## config.mk

```make
export PLATFORM = sky130hd
export DESIGN_NAME = egl_window
export DESIGN_NICKNAME = d
export VERILOG_FILES = /design/src/design/egl_pkg.sv /design/src/design/egl_window.sv
export SDC_FILE = /design/constraint.sdc
export NUM_CORES = 1
export LEC_CHECK = 0
export BUFFER_PORTS_ARGS = -buffer_cell sky130_fd_sc_hd__buf_2
export CAP_MARGIN = 10
export CORE_UTILIZATION = 61
export CTS_BUF_LIST = sky130_fd_sc_hd__clkbuf_4 sky130_fd_sc_hd__clkbuf_8
export DETAILED_ROUTE_END_ITERATION = 8
export HOLD_SLACK_MARGIN = 0.08
export PLACE_DENSITY = 0.95
export SYNTH_ARGS = -nofsm -noshare
export SYNTH_HDL_FRONTEND = slang
export SYNTH_SLANG_ARGS = --single-unit
```

## constraint.sdc

```tcl
create_clock -name aclk -period 5.1 [get_ports aclk]
set_input_delay 1.275 -clock aclk [delete_from_list [all_inputs] [get_ports aclk]]
set_output_delay 1.275 -clock aclk [all_outputs]
set_load 0.005 [all_outputs]
```

## src/design/egl_pkg.sv

```systemverilog
// ----------------------------------------------------------------------------
// egl_pkg
// Shared types and constants for the Eagle 2x pixel upscaler.
// ----------------------------------------------------------------------------
package egl_pkg;

    localparam int MAX_WIDTH   = 2048;
    localparam int PIXEL_BITS  = 32;
    localparam int ADDR_BITS   = $clog2(MAX_WIDTH);
    localparam int COL_BITS    = 11;
    localparam int ROW_BITS    = 16;
    localparam int WREG_BITS   = 12;
    localparam int HREG_BITS   = 16;
    localparam int CFG_IDX_BITS  = 2;
    localparam int CFG_DATA_BITS = 16;
    localparam int OUT_BITS    = COL_BITS + ROW_BITS + 4 * PIXEL_BITS;
    localparam int OUT_BYTES_BITS = ((OUT_BITS + 7) / 8) * 8;

    localparam logic [WREG_BITS-1:0] WIDTH_RESET  = 12'd256;
    localparam logic [HREG_BITS-1:0] HEIGHT_RESET = 16'd240;

    typedef enum logic [CFG_IDX_BITS-1:0] {
        CFG_WIDTH  = 2'd0,
        CFG_HEIGHT = 2'd1
    } cfg_idx_t;

    typedef logic [PIXEL_BITS-1:0] pixel_t;

    // per-request bookkeeping carried alongside the line store read
    typedef struct packed {
        logic [ADDR_BITS-1:0] addr;
        logic [COL_BITS-1:0]  col;
        logic [ROW_BITS-1:0]  row;
        logic                 has_result;
        logic                 last;
    } meta_t;

    typedef struct packed {
        pixel_t top_left;
        pixel_t top_right;
        pixel_t bottom_left;
        pixel_t bottom_right;
    } block_t;

endpackage

```

## src/design/egl_window.sv

```systemverilog
// ----------------------------------------------------------------------------
// egl_window
// 3x3 window (two registered columns plus the incoming one) and the Eagle corner selection.
// ----------------------------------------------------------------------------
module egl_window
    import egl_pkg::*;
(
    input  logic   aclk,
    input  logic   shift_en,
    input  pixel_t col_top,
    input  pixel_t col_mid,
    input  pixel_t col_bot,
    output block_t blk
);

    // columns c-2 and c-1, rows top to bottom
    pixel_t s_reg, v_reg, x_reg;
    pixel_t t_reg, c_reg, y_reg;

    always_ff @(posedge aclk) begin
        if (shift_en) begin
            s_reg <= t_reg;
            v_reg <= c_reg;
            x_reg <= y_reg;
            t_reg <= col_top;
            c_reg <= col_mid;
            y_reg <= col_bot;
        end
    end

    always_comb begin
        blk.top_left     = (v_reg == s_reg && s_reg == t_reg) ? s_reg : c_reg;
        blk.top_right    = (t_reg == col_top && col_top == col_mid) ? col_top : c_reg;
        blk.bottom_left  = (v_reg == x_reg && x_reg == y_reg) ? x_reg : c_reg;
        blk.bottom_right = (col_mid == col_bot && col_bot == y_reg) ? col_bot : c_reg;
    end

endmodule

```

==> flow_summary.yaml <==
detailed_routing:
  viasPerCell: 6.30
  routed_wl_um: 28300
  drtIter0Drc: 901
  ant_nets: 0
  dr.pass1.iters: 6
  vias: 7214
  drt-wirelength-per-cell_um: 24.7
  drc_errors: 0
setup_path:
  cp-startpoint: "col_mid[2]"
  cp_slowest_cell: "nor4_1"
  crit_path_end_kind: "primary output"
  worstReg2RegStart: "c_reg[9]"
  cp.required_ns: 3.83
  cp_max_fo: 17
  crit_family: "simple AND/OR/NAND/NOR gates"
  critPathArrivalTime_ns: 3.67
  path_common_cell: "buf_2"
  path_buf_inv: 3
  max_stage_delay_ns: 0.69
  start_kind: "input port"
  crit_chain: "buf_2, xor2_1, nor4_1, nand4_1, nor3_4, buf_4, mux2_2, buf_2"
  critPathKind: "input port to primary output"
timing:
  timing.final.crit_share_pct: 96.9
  finalHoldViolations: 0
  worst-slew-pin-transition_ns: 0.807
  max_freq_ghz: 0.202
  finalSetupViolCount: 0
  grt_setup_unrepaired: "no"
  relSlewSlack_pct: 46.2
  layout_min_cycle_time_ns: 4.94
  setup_tns_ns: 0
  report.final.slew_viol_count: 0
  fin_worst_skew_ns: 0.00776
floorplan:
  initial_core_util_pct: 62.5
  io_pins: 226
  die_h_um: 130
  design.core.area_mm2: 0.0159
  die-area_mm2: 0.0168
  num_rows: 46
  die_x_um: 130
global_route:
  grt_overflow: 0
  grt_pass1_vias: 6851
  grt_antenna_before_repair: 1
  grt_first_pass_wirelength_um: 40800
  grt_max_degree: 110
  grt_util_all_layers_pct: 34.5
logic_synthesis:
  ys_warn_count: 0
  synthesis.area_mm2: 0.00993
  seq_area_frac_synth_pct: 58.1
  avgSynthCellArea_um2: 14.8
  yosysTopAreaCellShare_pct: 58.1
  synthCells: 672
  syn_nets: 770
  synth_seq_cells: 192
  synth.distinct_cells: 17
  yosysTopAreaCell: "edfxtp_1"
  synth_area_leaders: "edfxtp_1, xnor2_1, mux2_2"
place:
  dpl.cell_count: 1112
  port-buffer-count: 225
  dp_hpwl_um: 20800
  post_dp_cell_area_mm2: 0.0114
  gp_congestion: 0.965
finish:
  drive_above_1_share_pct: 42.3
  layout_commonest_cell: "buf_2"
  design_area_mm2: 0.0118
  final_nets: 1013
  instances_no_fill: 1145
  fillers: 971
  multi_input_area_mm2: 0.00409
  final_util_pct: 74.2
  ff_latch_area_mm2: 0.00577
  area_delta_synth_final_pct: 18.7
  final_cell_mix: "buf_2, edfxtp_1, xnor2_1"
power:
  p_leak_nw: 4.26
  ir_drop_mv: 0.184
  p_per_area_mw_per_mm2: 310
cts:
  ctsResizeCount: 0
  cts_hold_buffers: 0
  clkLatencyLatePin_ns: 0.48
  cts_htree_levels: 4
  clkTransAtPathRegs_ns: 0.09
  tritoncts: "done"
  cts_setup_buffers: 0
  cts.sinks: 192
  root_buffer: "clkbuf_8"
  clockBufferDepth: 2
  cts_buffers: 17
run_status:
  run_status: "completed"
run:
  maxCapViolations: 0
worst_hold_path:
  hold_class: "flop to flop"
  worstHoldStart: "t_reg[7]"
-- area by class of cell --
cell class                 instances  area share (%)
clock buffer                      20            2.18
multi-input combinational        468            34.7
timing repair buffer             236            10.4
antenna                            1          0.0212
tap                              216            2.29
sequential                       192            48.9
clock inverter                    12            1.41
-- synth_stat cells (all sizes together) --
master / n
and3: 21
xor2: 32
clkbuf: 9
nor3: 22
buf: 3
xnor2: 180
o211ai: 3
o22ai: 9
mux2: 128
or3: 1
edfxtp: 192
nor4: 21
nand4: 49
a2111oi: 1
nand3: 1
-- cells by family (layout without fill, tap and decap cells) --
family | after synthesis | after routing | synth area share, %
xor gates and xnor gates | 212 | 212 | 18.7
AOI/OAI and AO/OA | 13 | 13 | 0.945
other | 0 | 1 | 0
DFF | 192 | 192 | 58.1
buffers and inverters | 12 | 268 | 0.681
muxes | 128 | 128 | 14.5
and+or+nand+nor | 115 | 115 | 7.07
-- final timing paths --
check | cells after the start | slack (ns) | end
max | 8 | 0.16 | blk[73]
min | 0 | 0.52 | s_reg[7]
max reg2reg | 0 | 4.26 | v_reg[9]
min reg2reg | 0 | 0.52 | s_reg[7]
-- report_power, final --
| group | total (mW) | switching, mW | internal (mW) |
|---|---|---|---|
| combinational | 0.562 | 0.287 | 0.275 |
| sequential | 2.01 | 0.135 | 1.88 |
| clock | 1.08 | 0.534 | 0.545 |
-- through the flow --
stage | power [mW] | hold slack, ns | setup slack, ns
5_1_grt | 3.75 | 0.540 | 0.164
3_3_place_gp | 2.56 | 0.495 | 0.281
6_report | 3.65 | 0.525 | 0.156
2_1_floorplan | 2.28 | 0.471 | 0.817
4_1_cts | 3.63 | 0.527 | 0.254
3_5_place_dp | 2.58 | 0.505 | 0.259
-- routing by layer --
| layer | routed length (µm) | vias up | GRT usage [%] |
|---|---|---|---|
| met5 | 0 | - | 0 |
| met4 | 1170 | 0 | 16.2 |
| met3 | 3270 | 95 | 9.95 |
| met2 | 13600 | 587 | 55.2 |
| met1 | 10300 | 3471 | 43.4 |
| li1 | - | 3061 | - |
(Power assumes the default switching activity.)
